$ cat src/design/scdl_pkg.sv
package scdl_pkg;

   // Fixed field widths of the command and result words.
   localparam int OP_W      = 2;
   localparam int COORD_W   = 12;
   localparam int RBAND_W   = 7;
   localparam int RCOL_W    = 10;
   localparam int DATA_W    = 8;
   localparam int COUNT_W   = 10;

   // Virtual coordinate span; scaling divides by it with a shift.
   localparam int INPUT_SPAN = 4096;
   localparam int SPAN_SHIFT = $clog2(INPUT_SPAN);
   localparam int PROD_W     = COORD_W + SPAN_SHIFT + 1;

   // A scaled coordinate is below its span, so it always fits COORD_W bits.
   localparam int BAND_W = COORD_W - 3;
   localparam int DIFF_W = COORD_W + 3;

   localparam int QUEUE_DEPTH = 2;

   localparam logic [OP_W-1:0] OP_POINT = 2'd0;
   localparam logic [OP_W-1:0] OP_LINE  = 2'd1;
   localparam logic [OP_W-1:0] OP_CLEAR = 2'd2;
   localparam logic [OP_W-1:0] OP_READ  = 2'd3;

   // One prepared command as it waits between the front and back parts.
   typedef struct packed {
      logic [OP_W-1:0]           op;
      logic [COORD_W-1:0]        x0;
      logic [COORD_W-1:0]        y0;
      logic [COORD_W-1:0]        x1;
      logic                      steep;
      logic                      step_neg;
      logic signed [DIFF_W-1:0]  d0;
      logic signed [DIFF_W-1:0]  inc_pos;
      logic signed [DIFF_W-1:0]  inc_neg;
      logic [RBAND_W-1:0]        rd_band;
      logic [RCOL_W-1:0]         rd_column;
   } cmd_type;

   typedef struct packed {
      logic full;
      logic empty;
   } queue_status_type;

endpackage

$ cat src/design/scdl_queue.sv
module scdl_queue (
   input  logic                        clock,
   input  logic                        reset,
   input  logic                        push,
   input  scdl_pkg::cmd_type           push_cmd,
   input  logic                        pop,
   output scdl_pkg::cmd_type           head_cmd,
   output scdl_pkg::queue_status_type  status
);
   import scdl_pkg::*;

   localparam int PTR_W = (QUEUE_DEPTH > 1) ? $clog2(QUEUE_DEPTH) : 1;
   localparam int CNT_W = $clog2(QUEUE_DEPTH + 1);

   cmd_type             slots_ff [QUEUE_DEPTH];
   logic [PTR_W-1:0]    wr_ptr_ff, wr_ptr_in, rd_ptr_ff, rd_ptr_in;
   logic [CNT_W-1:0]    count_ff, count_in;
   logic                do_push, do_pop;

   function automatic logic [PTR_W-1:0] next_ptr(input logic [PTR_W-1:0] ptr);
      return (ptr == PTR_W'(QUEUE_DEPTH - 1)) ? '0 : ptr + 1'b1;
   endfunction

   assign status.full  = (count_ff == CNT_W'(QUEUE_DEPTH));
   assign status.empty = (count_ff == '0);
   assign do_push      = push && !status.full;
   assign do_pop       = pop && !status.empty;
   assign head_cmd     = slots_ff[rd_ptr_ff];

   always_comb begin
      wr_ptr_in = do_push ? next_ptr(wr_ptr_ff) : wr_ptr_ff;
      rd_ptr_in = do_pop ? next_ptr(rd_ptr_ff) : rd_ptr_ff;
      count_in  = count_ff + CNT_W'(do_push) - CNT_W'(do_pop);
   end

   always_ff @(posedge clock) begin
      if (reset) begin
         wr_ptr_ff <= '0;
         rd_ptr_ff <= '0;
         count_ff  <= '0;
      end else begin
         wr_ptr_ff <= wr_ptr_in;
         rd_ptr_ff <= rd_ptr_in;
         count_ff  <= count_in;
      end
   end

   always_ff @(posedge clock) begin
      if (do_push) begin
         slots_ff[wr_ptr_ff] <= push_cmd;
      end
   end

endmodule

$ cat config.mk
export PLATFORM = sky130hd
export DESIGN_NAME = scdl_queue
export DESIGN_NICKNAME = d
export VERILOG_FILES = /design/src/design/scdl_pkg.sv /design/src/design/scdl_queue.sv
export SDC_FILE = /design/constraint.sdc
export NUM_CORES = 1
export LEC_CHECK = 0
export CORE_UTILIZATION = 40
export CTS_CLUSTER_DIAMETER = 200
export CTS_CLUSTER_SIZE = 10
export DETAILED_ROUTE_END_ITERATION = 8
export DONT_BUFFER_PORTS = 1
export PLACE_DENSITY_LB_ADDON = 0.12
export SLEW_MARGIN = 20
export SYNTH_ARGS = -nofsm -noshare
export SYNTH_HDL_FRONTEND = slang
export SYNTH_SLANG_ARGS = --single-unit
$ cat constraint.sdc
create_clock -name clock -period 4.59 [get_ports clock]
set_clock_uncertainty 0.1 [all_clocks]
set_input_delay 0.2295 -clock clock [delete_from_list [all_inputs] [get_ports clock]]
set_output_delay 0.2295 -clock clock [all_outputs]
set_load 0.005 [all_outputs]
Word level (Yosys, flattened, before mapping)
Memories as Yosys holds them, arrays and structs flattened. A register that Yosys moved wholly into a read port is not among the register bits.
Cells that the tools add are included.
{"block": "totals", "out_inout_bits": 104, "mem_count": 1, "word_cells": 20, "mem_bits_rw": 204, "input_bits": 106, "ff_bits": 4}
{"block": "classes", "eq_ne": 1, "n_reduce_logical": 5, "mux": 6, "n_addsub": 4}
{"name": "slots_ff", "depth": 2, "width": 102, "read_ports": 1, "rd_clocked_by_memory_dff": 1, "wr": 1, "line_no": "scdl_queue.sv:15", "text": "cmd_type slots_ff [QUEUE_DEPTH];"}
{"op": "1-bit 2-to-1 mux", "n": 6}
{"op": "1-bit adder (second input constant)", "n": 2}
{"op": "2-bit by 1-bit adder with 2-bit output", "n": 1}
{"op": "2-bit equality test (second input constant)", "n": 1}
{"op": "1-bit logical AND", "n": 2}
{"op": "1-bit logical NOT", "n": 2}
{"op": "2-bit logical NOT", "n": 1}
{"op": "2-bit by 1-bit subtractor with 2-bit output", "n": 1}

Depth between registers and ports, before layout
{"block": "logic_depth", "depth_word": 5, "ltp_mapped": 8, "ltp_nobuf": 8}

Worst setup path after synthesis
Ideal clock, no wire load.
{"block": "synth_path", "kind": "register to register", "startpoint": "reg count_ff[0]", "endpoint": "mem slots_ff[0][0] (netlist name) (enable)", "n_path_buf": 0, "synth_period_minus_slack_ns": 3.392, "path_stages_with_launch": 5, "setup_ns": 0.455, "setup_slack_ns": 1.198, "arrival_ns": 2.837, "required_time_ns": 4.035, "path_cell_list": "dfxtp_1 nand2b_2 inv_2 or3_1 inv_1"}
{"item": "from (decl)", "line_no": "scdl_queue.sv:17", "text": "logic [CNT_W-1:0] count_ff, count_in;"}
{"item": "from (signal assigned)", "line_no": "scdl_queue.sv:44", "text": "count_ff <= count_in;"}
{"item": "to (decl)", "line_no": "scdl_queue.sv:15"}

==> impl_metrics.json <==
{
  "root_buffer": "clkbuf_16",
  "grt-ovfl-total": 0,
  "cts.path.max_buffers": 3,
  "initial_core_util_pct": 40.72,
  "gp_congestion": 0.7101,
  "grt_max_degree": 67,
  "pre_cts_ws_ps": 2036,
  "ys_ff_latch": 209,
  "cp_cell_sequence": "buf_4 -> mux2_2",
  "rows": 50,
  "worstPathRequired_ps": 4260,
  "critical-path-slowest-cell": "dfxtp_4",
  "fmax_mhz": 377.9,
  "clkTransAtPathRegs_ps": 50,
  "yosysSeqAreaShare_pct": 81.75,
  "worst-r2r-cell-count": 5,
  "slew_viol_final": 0,
  "synth-async-reset-ratio_pct": 0,
  "p_total_w": 0.005136,
  "nFillCells": 1558,
  "synth_ff_type": "edfxtp_1",
  "hold_violations": 0,
  "ir_worst_vdd_v": 0.0004194,
  "die_w_um": 140.0,
  "p_leak_nw": 3.194,
  "grt_usage_pct": 13.96,
  "mostFrequentLayoutCells": "edfxtp_1, dlygate4sd3_1, mux2_2, clkbuf_16, clkbuf_1",
  "worst_path_dominant_cell_family": "flip-flops",
  "cts_resized": 0,
  "synth_nets": 452,
  "setup_violations": 0,
  "multi_input_area_um2": 1271,
  "arrival_ps": 2320,
  "crit_buf_inv": 1,
  "initialDrtViolationCount": 137,
  "fin_nets": 579,
  "num_vias": 3521,
  "place_area_um2": 7856,
  "postSynthAreaPerCell_um2": 22.14,
  "rsz0062_at_grt": "no",
  "layout_commonest_cell": "edfxtp_1",
  "status": "finished, final reports clean",
  "finalCritPeriodShare_pct": 57.66,
  "syn_area_um2": 7616,
  "synthesis.instances": 344,
  "regArea_um2": 6230,
  "path_depth": 2,
  "first_pass_iters": 4,
  "ant_nets": 0,
  "die-area_um2": 19600,
  "worstMarginPinSlew_ps": 876.0,
  "post-cts-setup-buffer-count": 0,
  "route.detailed.drc": 0,
  "finalCriticalPeriod_ps": 2647,
  "ctsHtreeMaxLevel": 1,
  "cpPeakStageDelay_ps": 890,
  "final.setup.tns_ps": 0,
  "power_density_nw_per_um2": 535.9,
  "relSlewSlack_pct": 41.60,
  "synth_cell_types": 22,
  "area_growth_pct": 25.83,
  "cp-start-kind": "register",
  "cts_tree": "yes",
  "hpwl_mm": 8.253,
  "coreArea_um2": 18710,
  "grt_pass1_wl_mm": 20.96,
  "clkLatencyLatePin_ps": 500,
  "maxCapViolCount": 0,
  "cts_buffers": 24,
  "final_layout_size_suffix_gt1_share_pct": 28.75,
  "timing_worst_setup_path_type": "register to primary output",
  "clock_sinks": 209,
  "yosysWarnings": 0,
  "io-pin-count": 210,
  "hold_path.class": "input pin to register",
  "grt_pass1_vias": 3779,
  "post_drt_wl_per_cell_um": 19.22,
  "die_h_um": 140.0,
  "cts_hold_buf": 106,
  "viasPerCell": 4.924,
  "io_buffers": 0,
  "drt-total-wl_mm": 13.74,
  "setup_ws_ps": 1943,
  "worst-path-max-fanout": 59,
  "antenna_found_initial": 0,
  "synth_edf_count": 204,
  "fin_area_um2": 9583,
  "whs_path_depth": 5,
  "endpoint_kind": "primary output"
}
-- metal layers --
layer	global-route usage, %	share of wire (%)	wire (um)	vias up
met2	24.00	51	6987	134
met1	16.14	38	5258	1749
met5	0	0	0	-
met3	4.444	7.8	1076	29
li1	-	-	-	1609
met4	5.726	3.0	418	0
-- metrics by stage --
step,hold WS (ps),util [%],cells
3_5_place_dp,194.7,42.00,573
3_3_place_gp,196.2,42.00,573
2_1_floorplan,198.6,-,344
5_1_grt,128.9,51.22,714
6_report,73.88,51.23,715
4_1_cts,50.76,51.22,714
-- state kept, by name, indices dropped and copies added, names as in the netlist, named ones only --
register / cells
slots_ff: 204
rd_ptr_ff: 1
wr_ptr_ff: 1
count_ff: 2
-- cells in the mapped netlist (2+ instances only) --
cell / instances / area (um2)
nor2_1: 4 / 15.01
buf_2: 2 / 10.01
dfxtp_1: 5 / 100.1
mux2_2: 102 / 1149
ha_1: 2 / 25.02
inv_1: 3 / 11.26
buf_6: 8 / 90.09
edfxtp_1: 204 / 6126
-- path summary, 6_finish.rpt --
kind                    start              end  slack, ps
setup / recovery     register      head_cmd[2]       1940
hold / removal           push      count_ff[1]         70
setup reg to reg  count_ff[0]  slots_ff[0][42]       2090
hold reg to reg     wr_ptr_ff        wr_ptr_ff        410
-- power by group --
group	leakage, nW	internal, W	switching (W)	total, W
logic	0.926	0.000446	0.000477	0.000923
clock network	0.320	0.000981	0.000660	0.00164
registers	1.95	0.00244	0.000137	0.00257
total	3.19	0.00386	0.00127	0.00514
-- final cells by class --
| cell class | instances | share of cell area [%] |
|---|---|---|
| diodes | 1 | 0.02611 |
| clock buffers | 35 | 6.920 |
| flip-flops and latches | 209 | 65.01 |
| well taps | 234 | 3.055 |
| multi-input cells | 120 | 13.27 |
| repair buffers | 112 | 11.54 |
| inverters | 4 | 0.1828 |
-- tightest hold or removal path, delay by kind of cell --
kind | cells | cell delay, ps
adders and majority gates | 1 | 150
xor gates and xnor gates | 1 | 80
and+or+nand+nor | 3 | 170
-- logic make-up (layout without fill, tap and decap cells) --
group	Yosys count	after routing	share of synthesized area [%]
DFF	209	209	81.75
muxes	102	102	15.08
buffers and inverters	15	151	1.610
and+or+nand+nor	11	11	0.7722
AOI/OAI and AO/OA	3	3	0.2299
adders and majority gates	2	2	0.3285
xor gates and xnor gates	2	2	0.2300
other	0	1	0
No activity file was read; power rests on OpenSTA's default activity.
