File: src/design/scdl_pkg.sv
package scdl_pkg;

   // Fixed field widths of the command and result words.
   localparam int OP_W      = 2;
   localparam int COORD_W   = 12;
   localparam int RBAND_W   = 7;
   localparam int RCOL_W    = 10;
   localparam int DATA_W    = 8;
   localparam int COUNT_W   = 10;

   // Virtual coordinate span; scaling divides by it with a shift.
   localparam int INPUT_SPAN = 4096;
   localparam int SPAN_SHIFT = $clog2(INPUT_SPAN);
   localparam int PROD_W     = COORD_W + SPAN_SHIFT + 1;

   // A scaled coordinate is below its span, so it always fits COORD_W bits.
   localparam int BAND_W = COORD_W - 3;
   localparam int DIFF_W = COORD_W + 3;

   localparam int QUEUE_DEPTH = 2;

   localparam logic [OP_W-1:0] OP_POINT = 2'd0;
   localparam logic [OP_W-1:0] OP_LINE  = 2'd1;
   localparam logic [OP_W-1:0] OP_CLEAR = 2'd2;
   localparam logic [OP_W-1:0] OP_READ  = 2'd3;

   // One prepared command as it waits between the front and back parts.
   typedef struct packed {
      logic [OP_W-1:0]           op;
      logic [COORD_W-1:0]        x0;
      logic [COORD_W-1:0]        y0;
      logic [COORD_W-1:0]        x1;
      logic                      steep;
      logic                      step_neg;
      logic signed [DIFF_W-1:0]  d0;
      logic signed [DIFF_W-1:0]  inc_pos;
      logic signed [DIFF_W-1:0]  inc_neg;
      logic [RBAND_W-1:0]        rd_band;
      logic [RCOL_W-1:0]         rd_column;
   } cmd_type;

   typedef struct packed {
      logic full;
      logic empty;
   } queue_status_type;

endpackage

File: src/design/scdl_front.sv
module scdl_front #(
   parameter int COLUMNS       = 930,
   parameter int PIXELS_ACROSS = 720
) (
   input  logic                           clock,
   input  logic                           reset,
   input  logic                           start,
   input  logic                           hold,
   input  logic [scdl_pkg::OP_W-1:0]      req_opcode,
   input  logic [scdl_pkg::COORD_W-1:0]   req_start_x,
   input  logic [scdl_pkg::COORD_W-1:0]   req_start_y,
   input  logic [scdl_pkg::COORD_W-1:0]   req_end_x,
   input  logic [scdl_pkg::COORD_W-1:0]   req_end_y,
   input  logic [scdl_pkg::RBAND_W-1:0]   req_read_band,
   input  logic [scdl_pkg::RCOL_W-1:0]    req_read_column,
   output logic                           busy,
   output logic                           push_valid,
   output scdl_pkg::cmd_type              push_cmd,
   input  scdl_pkg::queue_status_type     queue_status
);
   import scdl_pkg::*;

   localparam logic [2:0] F_IDLE   = 3'd0;
   localparam logic [2:0] F_SCALE  = 3'd1;
   localparam logic [2:0] F_ORIENT = 3'd2;
   localparam logic [2:0] F_ORDER  = 3'd3;
   localparam logic [2:0] F_PUSH   = 3'd4;

   localparam logic [PROD_W-1:0] ACROSS_FACTOR = PROD_W'(PIXELS_ACROSS);
   localparam logic [PROD_W-1:0] DOWN_FACTOR   = PROD_W'(COLUMNS);

   function automatic logic [COORD_W-1:0] scale_coord(input logic [COORD_W-1:0] v,
                                                      input logic [PROD_W-1:0] factor);
      logic [PROD_W-1:0] prod;
      prod = PROD_W'(v) * factor;
      return prod[SPAN_SHIFT +: COORD_W];
   endfunction

   logic [2:0]          state_ff, state_in;
   logic [OP_W-1:0]     op_ff, op_in;
   logic [COORD_W-1:0]  p0x_ff, p0x_in, p0y_ff, p0y_in;
   logic [COORD_W-1:0]  p1x_ff, p1x_in, p1y_ff, p1y_in;
   logic                steep_ff, steep_in;
   logic [RBAND_W-1:0]  band_ff, band_in;
   logic [RCOL_W-1:0]   col_ff, col_in;

   logic [COORD_W-1:0]       ax, ay, dx, dy;
   logic                     steep_now, step_neg;
   logic signed [DIFF_W-1:0] two_dx, two_dy;

   assign busy = (state_ff != F_IDLE) || hold;

   // Absolute spans before transposition decide steepness.
   assign ax = (p1x_ff >= p0x_ff) ? (p1x_ff - p0x_ff) : (p0x_ff - p1x_ff);
   assign ay = (p1y_ff >= p0y_ff) ? (p1y_ff - p0y_ff) : (p0y_ff - p1y_ff);
   assign steep_now = ay > ax;

   // Line setup once the ends are transposed and ordered.
   assign dx       = p1x_ff - p0x_ff;
   assign step_neg = p1y_ff < p0y_ff;
   assign dy       = step_neg ? (p0y_ff - p1y_ff) : (p1y_ff - p0y_ff);
   assign two_dx   = signed'(DIFF_W'({dx, 1'b0}));
   assign two_dy   = signed'(DIFF_W'({dy, 1'b0}));

   always_comb begin
      state_in = state_ff;
      op_in    = op_ff;
      p0x_in   = p0x_ff;
      p0y_in   = p0y_ff;
      p1x_in   = p1x_ff;
      p1y_in   = p1y_ff;
      steep_in = steep_ff;
      band_in  = band_ff;
      col_in   = col_ff;
      unique case (state_ff)
         F_IDLE: begin
            if (start && !busy) begin
               op_in   = req_opcode;
               p0x_in  = req_start_x;
               p0y_in  = req_start_y;
               // A point runs as a line of one pixel.
               p1x_in  = (req_opcode == OP_POINT) ? req_start_x : req_end_x;
               p1y_in  = (req_opcode == OP_POINT) ? req_start_y : req_end_y;
               band_in = req_read_band;
               col_in  = req_read_column;
               state_in = F_SCALE;
            end
         end
         F_SCALE: begin
            p0x_in   = scale_coord(p0x_ff, ACROSS_FACTOR);
            p0y_in   = scale_coord(p0y_ff, DOWN_FACTOR);
            p1x_in   = scale_coord(p1x_ff, ACROSS_FACTOR);
            p1y_in   = scale_coord(p1y_ff, DOWN_FACTOR);
            state_in = F_ORIENT;
         end
         F_ORIENT: begin
            steep_in = steep_now;
            if (steep_now) begin
               p0x_in = p0y_ff;
               p0y_in = p0x_ff;
               p1x_in = p1y_ff;
               p1y_in = p1x_ff;
            end
            state_in = F_ORDER;
         end
         F_ORDER: begin
            if (p1x_ff < p0x_ff) begin
               p0x_in = p1x_ff;
               p0y_in = p1y_ff;
               p1x_in = p0x_ff;
               p1y_in = p0y_ff;
            end
            state_in = F_PUSH;
         end
         F_PUSH: begin
            if (!queue_status.full) begin
               state_in = F_IDLE;
            end
         end
         default: begin
            state_in = F_IDLE;
         end
      endcase
   end

   assign push_valid         = (state_ff == F_PUSH);
   assign push_cmd.op        = op_ff;
   assign push_cmd.x0        = p0x_ff;
   assign push_cmd.y0        = p0y_ff;
   assign push_cmd.x1        = p1x_ff;
   assign push_cmd.steep     = steep_ff;
   assign push_cmd.step_neg  = step_neg;
   assign push_cmd.d0        = two_dy - signed'(DIFF_W'(dx));
   assign push_cmd.inc_pos   = two_dy - two_dx;
   assign push_cmd.inc_neg   = two_dy;
   assign push_cmd.rd_band   = band_ff;
   assign push_cmd.rd_column = col_ff;

   always_ff @(posedge clock) begin
      if (reset) begin
         state_ff <= F_IDLE;
      end else begin
         state_ff <= state_in;
      end
   end

   always_ff @(posedge clock) begin
      op_ff    <= op_in;
      p0x_ff   <= p0x_in;
      p0y_ff   <= p0y_in;
      p1x_ff   <= p1x_in;
      p1y_ff   <= p1y_in;
      steep_ff <= steep_in;
      band_ff  <= band_in;
      col_ff   <= col_in;
   end

endmodule

File: config.mk
export PLATFORM = sky130hd
export DESIGN_NAME = scdl_front
export DESIGN_NICKNAME = d
export VERILOG_FILES = /design/src/design/scdl_pkg.sv /design/src/design/scdl_front.sv
export SDC_FILE = /design/constraint.sdc
export NUM_CORES = 1
export LEC_CHECK = 0
export BUFFER_PORTS_ARGS = -buffer_cell sky130_fd_sc_hd__buf_2
export CORE_ASPECT_RATIO = 2
export CORE_MARGIN = 2
export CORE_UTILIZATION = 65
export DETAILED_ROUTE_END_ITERATION = 12
export PLACE_DENSITY_LB_ADDON = 0.12
export SLEW_MARGIN = 0
export SYNTH_ARGS = -nofsm -noshare
export SYNTH_HDL_FRONTEND = slang
export SYNTH_SLANG_ARGS = --single-unit
File: constraint.sdc
create_clock -name clock -period 10.5 [get_ports clock]
set_input_delay 1.05 -clock clock [delete_from_list [all_inputs] [get_ports clock]]
set_output_delay 1.05 -clock clock [all_outputs]
set_load 0.02 [all_outputs]
**Yosys cells after proc, flatten, opt, wreduce, memory -nomap -nowiden**

Cells that the tools add are included.

- Register bits after elaboration: 71
- Logic and storage cells: 66
- Output and inout port bits: 104

- Reductions and logical operators: 10
- Equal/unequal tests: 8
- Magnitude comparators: 5
- $mul: 4
- Add/subtract/negate cells: 6
- Muxes and demuxes: 24

Operators with widths:

| kind | number |
|---|---|
| $mux 12 | 17 |
| $pmux 12 s4 | 4 |
| $sub 12x12->12 | 4 |
| $mul 12x9->21 const B | 2 |
| $mul 12x6->18 const B | 2 |
| $ge 12x12->1 | 2 |
| $lt 12x12->1 | 2 |
| $pmux 3 s5 | 1 |
| $sub 13x12->14 | 1 |
| $sub 13x13->14 | 1 |
| $gt 12x12->1 | 1 |
| $ne 2x2->1 const B | 4 |
| $eq 3x2->1 const B | 2 |
| $mux 3 | 2 |
| $reduce_and 2->1 | 2 |
| $reduce_and 4->1 | 1 |
| $reduce_bool 4->1 | 1 |
| $eq 3x1->1 const B | 1 |
| $eq 3x3->1 const B | 1 |
| $logic_not 3->1 | 1 |
| $reduce_bool 3->1 | 1 |
| $logic_not 2->1 | 1 |
| $logic_and 1x1->1 | 1 |
| $logic_not 1->1 | 1 |
| $logic_or 1x1->1 | 1 |

**Logic depth before layout (Yosys ltp)**

Gate-level depths: netlist (run 1).

- Depth in word-level cells: 6
- Gate-level depth with buffers: 24
- Gate-level depth less buffers: 22

**Least setup slack after synthesis (run 1)**

No wires, ideal clock.

- Kind: reg2reg
- Start point: reg p0y_ff[1]
- End point: reg p0x_ff[0], enable pin
- Setup time: 482 ps
- Cell stages (with the launch flop): 22
- Setup slack: 3709 ps
- Required time: 10018 ps
- Arrival: 6308 ps
- Path through: edfxtp_1 -> inv_1 -> fa_1 -> a21o_1 -> a21oi_2 -> o21ai_1 -> a31oi_2 -> a21oi_1 -> nor2b_1 -> buf_2 -> buf_4 -> o22ai_1 -> a31o_2 -> ha_1 -> a21o_1 -> a21o_1 -> a21oi_1 -> o21a_1 -> a21oi_1 -> o21ba_2 -> o21ai_0 -> a31oi_1

- Longest elaborated chain between the ends: 5

Ends and longest elaborated chain:

| what | line | text |
|---|---|---|
| start: declaration | scdl_front.sv:41 | `logic [COORD_W-1:0] p0x_ff, p0x_in, p0y_ff, p0y_in;` |
| start signal: assignment | scdl_front.sv:150 | `p0y_ff <= p0y_in;` |
| $sub 12x12->12 / $ge 12x12->1 (equally long branches) | scdl_front.sv:55 | `assign ay = (p1y_ff >= p0y_ff) ? (p1y_ff - p0y_ff) : (p0y_ff - p1y_ff);` |
| $mux 12 (*) | scdl_front.sv:55 |  |
| $gt 12x12->1 (*) | scdl_front.sv:56 | `assign steep_now = ay > ax;` |
| named net steep_now | scdl_front.sv:48 | `logic steep_now, step_neg;` |
| $ne 2x2->1 (no source line) (*) | -- |  |
| $reduce_and 4->1 (no source line) (*) | -- |  |
| end signal: assignment | scdl_front.sv:149 | `p0x_ff <= p0x_in;` |
| end: declaration | scdl_front.sv:41 |  |

The timed path passes the listed nets; every way through them passes the cells marked *.
A chain may end at the register's enable or synchronous reset.

==> run summary, run 1 <==
The final core utilization came out at 0.730. The part of the cycle the worst path needs came out at 0.709. The total wire length came out at 37.2 mm. The number of buffers on the longest clock path is 2.

The critical path starts at p0y_ff[1]$_DFFE_PP_. The half-perimeter wire length after placement came out at 30.2 mm. The summed negative setup slack over all endpoints is 0 ps. On the critical path, the stage with the largest delay is an instance of edfxtp_1. The total count of max-transition violations in the final report was 0.

The actual transition at the worst max-transition pin came out at 1090 ps. The number of antenna diodes in the final layout is 0. The global routing stage identified its most utilized layer as met2.

The highest net fanout along the worst path came out at 14. The required arrival time at the worst endpoint is 9450 ps. The cell occurring most often along the worst timing path is a21o_1. In the layout the commonest cells are ha_1 (233), inv_1 (201), buf_2 (171), fa_1 (88), nand2_1 (79). The depth of the worst register-to-register path is 19. The synthesized instance count is 1355. In this design, the stage delay of the slowest critical-path cell is 720 ps. The total clock buffers created by CTS is 9. The global-route met3 utilization came out at 0.0477. The clock period minus final worst setup slack came out at 7450 ps. The tree is rooted in a clkbuf_16.

Clock tree synthesis found a total of 71 sinks. For this block, the via count after detailed routing is 10900. The netlist uses 75 different library cells. The tightest min-delay check is of the flop to flop type. The vertical extent of the die came out at 200 um. The number of optimization iterations in the first detailed-route pass came out at 8. The internal reg-to-reg setup slack came out at 4390 ps. Setup violations remaining at the end of the flow were counted as 0. Hold repair after CTS inserted 0 buffers. The number of ports placed on the die boundary came out at 177.

The number of nets still failing antenna checks after routing came out at 0. The latest clock arrival within the worst-skew pair came out at 350 ps. The initial cell density of the core came out at 0.663.

The met2 usage is 0.656. The cell area after synthesis came out at 0.0125 mm^2. The worst register-to-register path begins at p0y_ff[1]$_DFFE_PP_.

For this run, the top clock speed supported by timing is 134 MHz. The library cell used most frequently in the layout, excluding fill and tap cells, is ha_1. The most used flip-flop cell after synthesis is edfxtp_1. The async set-reset flop share out of synthesis came out at 0. The arrival time of data at the critical path endpoint came out at 6400 ps. The global-route total usage across every layer is 0.367. The number of flops mapped to enable cells by yosys is 68.

The sequential fraction of the synthesis area came out at 0.168. The worst flop-to-flop path endpoint is p1y_ff[4]$_DFFE_PP_. The global placement routability congestion came out at 0.977. After detailed routing, the average wire length per cell comes to 21.2 um. The clock-pin slew on the worst setup and hold paths came out at 60 ps. The tightest slew margin relative to the limit is 0.272. The finished layout holds 1753 standard cells, fillers aside.

The area growth from synthesis to final layout came out at 10.1%. The maximum clock skew at final layout came out at 10.6 ps. The global routing usage on met1 is 0.395. The leftover overflow at the end of global routing came out at 0.

The number of nets in the layout came out at 1887. The post-placement cell count is 1737. The share of layout cells above drive strength 1 is 0.150.

The iteration-0 DRC count of the detailed router is 903. The flow ran to the end, and the final reports show no timing, DRC or antenna violations. Setup repair after global routing left no endpoint under its margin. After detailed routing, the number of remaining DRC violations is 0. The overall die width came out at 102 um. The max-capacitance violation count is 0. STA classifies the critical path startpoint as a flop. The die covers 0.0204 mm^2.

The kind of end point of the critical path is an output pin. Once the clock tree was built, the setup fixing pass inserted 0 buffers. The clock tree synthesis step divided the H-tree into 3 levels. The placeable core region is 0.0188 mm^2.

The via count of the first global-routing pass is 10800. The signal on the critical path passes through inv_1 -> fa_1 -> a21o_1 -> a21oi_2 -> o21ai_1 -> a31oi_2 -> a21oi_1 -> nor2b_1 -> buf_4 -> mux2i_1 -> o21ai_0 -> ha_1 -> nor2b_1 -> o21ai_0 -> nand2b_1 -> a21o_1 -> a21o_1 -> a311oi_1 -> o211ai_1 -> o31ai_1 -> buf_2. TritonCTS built the clock tree. The critical path is of the flop to output pin type. The number of antenna violations at the first check in global routing came out at 0. Post-CTS repair changed the size of 0 cells. The initialized floorplan defines 71 standard-cell rows. The per-cell via count in the routed design is 6.24. The synthesis-stage register bit count came out at 71. The wire length of the first global-routing pass came out at 56.2 mm. A synthesized cell averages 9.21 um^2.

The number of warnings reported in the yosys synthesis log came out at 0. The pin count of the biggest net entering global routing came out at 54. The number of hold violations in the final report is 0. Port buffering added 171 buffers.

Counting instances, the worst hold path has a depth of 2. The critical path ends at push_cmd[45]. The number of inserted filler cells in the final layout came out at 1529.
==> critical path, delay by kind of cell, from the launching register on <==
kind | cells | cell delay, ps
simple gates | 3 | 360
buf+inv | 3 | 720
mux | 1 | 310
compound gates | 12 | 2990
flops | 1 | 720
fa+ha+maj | 2 | 920
==> registers in the layout, indices dropped and copies added (netlist names) <==
name      cells
col_ff       10
steep_ff      1
p0x_ff       12
op_ff         2
state_ff      3
p1x_ff       12
p0y_ff       12
band_ff       7
p1y_ff       12
==> worst min-delay path by stage <==
stage	startpoint	to	slack [ps]
global placement	state_ff[2]$_SDFFE_PP0P_	state_ff[0]$_SDFFE_PP0P_	720
global route	state_ff[2]$_SDFFE_PP0P_	state_ff[1]$_SDFFE_PP0P_	770
floorplan	p1y_ff[3]$_DFFE_PP_	p1x_ff[3]$_DFFE_PP_	640
finish	state_ff[2]$_SDFFE_PP0P_	state_ff[0]$_SDFFE_PP0P_	750
CTS	state_ff[2]$_SDFFE_PP0P_	state_ff[0]$_SDFFE_PP0P_	730
detailed placement	state_ff[2]$_SDFFE_PP0P_	state_ff[0]$_SDFFE_PP0P_	730
==> layout make-up <==
type	count	area, um^2	area share
flip-flops and latches	71	2100	0.153
multi-input cells	1030	9390	0.684
repair buffers	177	901	0.0656
clock buffers	11	233	0.0169
well taps	255	319	0.0232
inverters	204	766	0.0557
clock inverters	5	27.5	0.00200
==> kinds of logic after synthesis <==
kind of cell,Yosys count,synth area share
other cells,1,0.000300
mux,65,0.0531
xor+xnor,84,0.0589
flops,71,0.168
compound gates,301,0.168
simple gates,255,0.0946
buf+inv,257,0.0825
fa+ha+maj,321,0.375
==> cells in the mapped netlist (4+ instances only) <==
master	n	share of area
ha_1	233	0.23
inv_1	201	0.060
fa_1	88	0.14
nand2_1	79	0.024
nor2_1	72	0.022
edfxtp_1	68	0.16
a21oi_1	67	0.027
xnor2_1	60	0.042
mux2i_1	55	0.044
o21ai_0	45	0.018
a21o_1	33	0.020
nor3_1	32	0.013
clkbuf_1	31	0.0093
xor2_1	24	0.017
o21a_1	20	0.012
nor2b_1	14	0.0070
nand3_1	13	0.0052
o21bai_1	11	0.0066
o22ai_1	11	0.0055
buf_4	10	0.0060
mux2_2	10	0.0090
o22a_1	9	0.0063
a22oi_1	8	0.0048
nand4_1	8	0.0040
o211ai_1	8	0.0048
a31oi_1	7	0.0035
and3_1	7	0.0035
nand2b_1	7	0.0035
o32a_1	7	0.0056
o221ai_1	6	0.0042
a211oi_1	5	0.0030
a31o_2	5	0.0035
and2_1	5	0.0025
buf_1	5	0.0015
o31ai_1	5	0.0030
or3_1	5	0.0025
a221o_1	4	0.0032
a32oi_1	4	0.0028
buf_2	4	0.0016
nand4b_1	4	0.0028
==> layer usage <==
layer | part of all wire | routed length [um] | vias to the layer above
met2 | 0.51 | 19100 | 544
li1 | - | - | 5012
met5 | 0 | 0 | -
met4 | 0.080 | 2980 | 0
met3 | 0.065 | 2420 | 146
met1 | 0.34 | 12700 | 5243
==> metrics by stage <==
step | cell area (um^2) | hold slack (ps) | worst slack (ps)
floorplan | 12500 | 642 | 3710
global placement | 13500 | 723 | 3750
detailed placement | 13500 | 729 | 3650
CTS | 13700 | 734 | 3280
global route | 13700 | 768 | 2680
finish | 13700 | 754 | 3050
Power of run 1 is left out: the tool's default activity adds up to more than one toggle a clock period on the data nets, which glitch-free logic cannot reach.
==> inputs of run 2 (changes only) <==
Settings changed: CORE_UTILIZATION 65 to 55.
Clock period 10.5 ns to 6.73 ns, I/O delays scaled along.
==> run summary, run 2 (synthesis results as in run 1) <==
The run finished with clean final reports. The number of setup violations in the final report is 0 (unchanged). The per-cell via count in the routed design is 6.01 (-3.8%).

The deepest level of the CTS H-tree is 3 (unchanged). The worst flop-to-flop path endpoint is p0y_ff[11]$_DFFE_PP_. The clock period minus final worst setup slack came out at 6300 ps.

The total count of max-transition violations in the final report is 0 (unchanged). The number of nets in the layout came out at 1898 (+0.58%). The number of optimization iterations in the first detailed-route pass came out at 6 (-2).

The number of inserted filler cells in the final layout is 1994 (+30%). The maximum clock skew at final layout is 8.75 ps (-1.87 ps). The most common cell after layout, fill and taps aside is ha_1. The kind of start point of the critical path is a flop.

The clock sink count is 71 (unchanged). The via count came out at 10700 (-1.8%). The required arrival time at the worst endpoint came out at 6060 ps (-3390 ps).

TritonCTS built the clock tree. The critical path is of the flop to output pin type. The iteration-0 DRC count of the detailed router is 746 (-17%). The total clock buffers created by CTS came to 9 (unchanged). The placeable core region is 0.0224 mm^2 (+19%).

The depth of the worst register-to-register path is 21 (+2). The antenna diode count is 0 (unchanged). The tightest slew margin relative to the limit came to 0.355 (+0.0823). The beginning of the worst hold path is req_read_column[2]. The end point of the worst hold path is col_ff[2]$_DFFE_PP_. The number of antenna violations at the first check in global routing came out at 0 (unchanged). The half-perimeter wire length after placement came to 31.0 mm (+2.7%). Static timing analysis puts the maximum clock frequency at 159 MHz. The global-route total usage across every layer came to 0.315 (-0.0519). The number of hold violations in the final report came out at 0 (unchanged).

The initial cell density of the core came to 0.556 (-0.107). The combined area of the multi-input logic cells is 0.00939 mm^2 (about the same). The post-cts resize count is 0 (unchanged).

The wire length of the first global-routing pass came out at 59.2 mm (+5.3%). The summed negative setup slack over all endpoints came out at 0 ps (unchanged). The vertical extent of the die was 217 um (+8.5%). The tightest min-delay check is of the primary input to flop type. The cell at the root of the clock tree is clkbuf_16. The arrival time of data at the critical path endpoint was 5620 ps (-780 ps). The setup fix buffers added after clock tree synthesis is 0 (unchanged). The actual transition at the worst max-transition pin is 965 ps (-127 ps).

The sequential cell area in the final layout came out at 0.00210 mm^2 (unchanged). The pin count of the biggest net entering global routing came out at 55 (+1.9%). Setup repair after global routing left no endpoint under its margin. The number of buffers on the longest clock path came out at 2 (unchanged). The latest clock arrival within the worst-skew pair came out at 340 ps (about the same). The internal reg-to-reg setup slack came out at 1020 ps (-3370 ps). The count of input and output buffers came out at 171 (unchanged).

The via count of the first global-routing pass came out at 10700 (-0.15%). The clock-pin slew on the worst setup and hold paths came out at 60 ps (about the same). The share of layout cells above drive strength 1 came out at 0.156 (+0.00686). The startpoint identified for the worst register-to-register timing path is p1x_ff[0]$_DFFE_PP_. The total wire length is 37.7 mm (+1.3%).

The post-cts hold buffer count is 0 (unchanged). Of the available clock period, the critical path in the final layout requires 0.935. The area enclosed by the die boundary came to 0.0240 mm^2 (+18%). The number of ports placed on the die boundary is 177 (unchanged).

The number of remaining DRC errors came out at 0 (unchanged). The leftover overflow at the end of global routing is 0 (unchanged). The average wire per cell in the routed design is 21.1 um (-0.71%). The max-capacitance violation count came out at 0 (unchanged). The count of standard-cell rows is 78 (+9.9%). The global placement routability congestion is 0.968 (-0.98%). The highest net fanout along the worst path is 5 (-9). The area growth from synthesis to final layout came out at 11.4%. In the layout the commonest cells are ha_1 (233), inv_1 (201), buf_2 (171), fa_1 (88), nand2_1 (79). The kind of end point of the critical path is an output pin.

The hold path depth came out at 1 (-1). The number of nets still failing antenna checks after routing came out at 0 (unchanged). The overall die width came out at 111 um (+8.4%).
-- run 2: worst max-delay path, cell delays in order (launching register included) --
cell      delay [ps]
edfxtp_1         500
inv_1            190
ha_1             190
inv_1             60
fa_1             400
a21o_1           210
a21oi_2          210
o21ai_1          100
a31oi_2          320
a21oi_1          110
nor2b_1          220
mux2i_1          310
o21ai_0          210
ha_1             380
nor2b_1          140
o21ai_0          160
nand2b_1         110
a21o_1           190
a21o_1           200
a311oi_2         340
o211ai_1         200
o31ai_1          300
buf_2            230
-- run 2: layout make-up --
type | count | area share
repair buffers | 188 | 0.0716
well taps | 280 | 0.0252
clock buffers | 9 | 0.0162
clock inverters | 7 | 0.00549
flip-flops and latches | 71 | 0.151
inverters | 204 | 0.0550
multi-input cells | 1030 | 0.675
-- run 2: worst max path at each step --
stage	start	end	slack, ps	cells past startpoint
6_report	p1y_ff[0]$_DFFE_PP_	push_cmd[46]	430	22
5_1_grt	p1y_ff[0]$_DFFE_PP_	push_cmd[46]	30	22
4_1_cts	p1y_ff[0]$_DFFE_PP_	push_cmd[45]	330	22
3_5_place_dp	p1y_ff[0]$_DFFE_PP_	push_cmd[46]	730	22
3_3_place_gp	p1y_ff[0]$_DFFE_PP_	push_cmd[46]	870	22
2_1_floorplan	p0y_ff[1]$_DFFE_PP_	push_cmd[46]	460	21
-- run 2: routing by layer --
layer | routed length (um) | track usage | vias up
met1 | 14700 | 0.389 | 5139
met5 | 0 | 0 | -
li1 | - | - | 5047
met4 | 2260 | 0.169 | 0
met3 | 2250 | 0.0284 | 91
met2 | 18500 | 0.545 | 469
-- run 2: metrics by stage --
stage | utilization | instance area (um^2) | setup WS [ps] | instances | hold WS [ps]
floorplan | - | 12500 | 459 | 1358 | 642
global placement | 0.606 | 13600 | 872 | 1773 | 604
detailed placement | 0.606 | 13600 | 731 | 1773 | 608
CTS | 0.619 | 13900 | 326 | 1789 | 500
global route | 0.620 | 13900 | 25.7 | 1789 | 500
finish | 0.620 | 13900 | 435 | 1789 | 505
Power of run 2 is left out for the same reason.
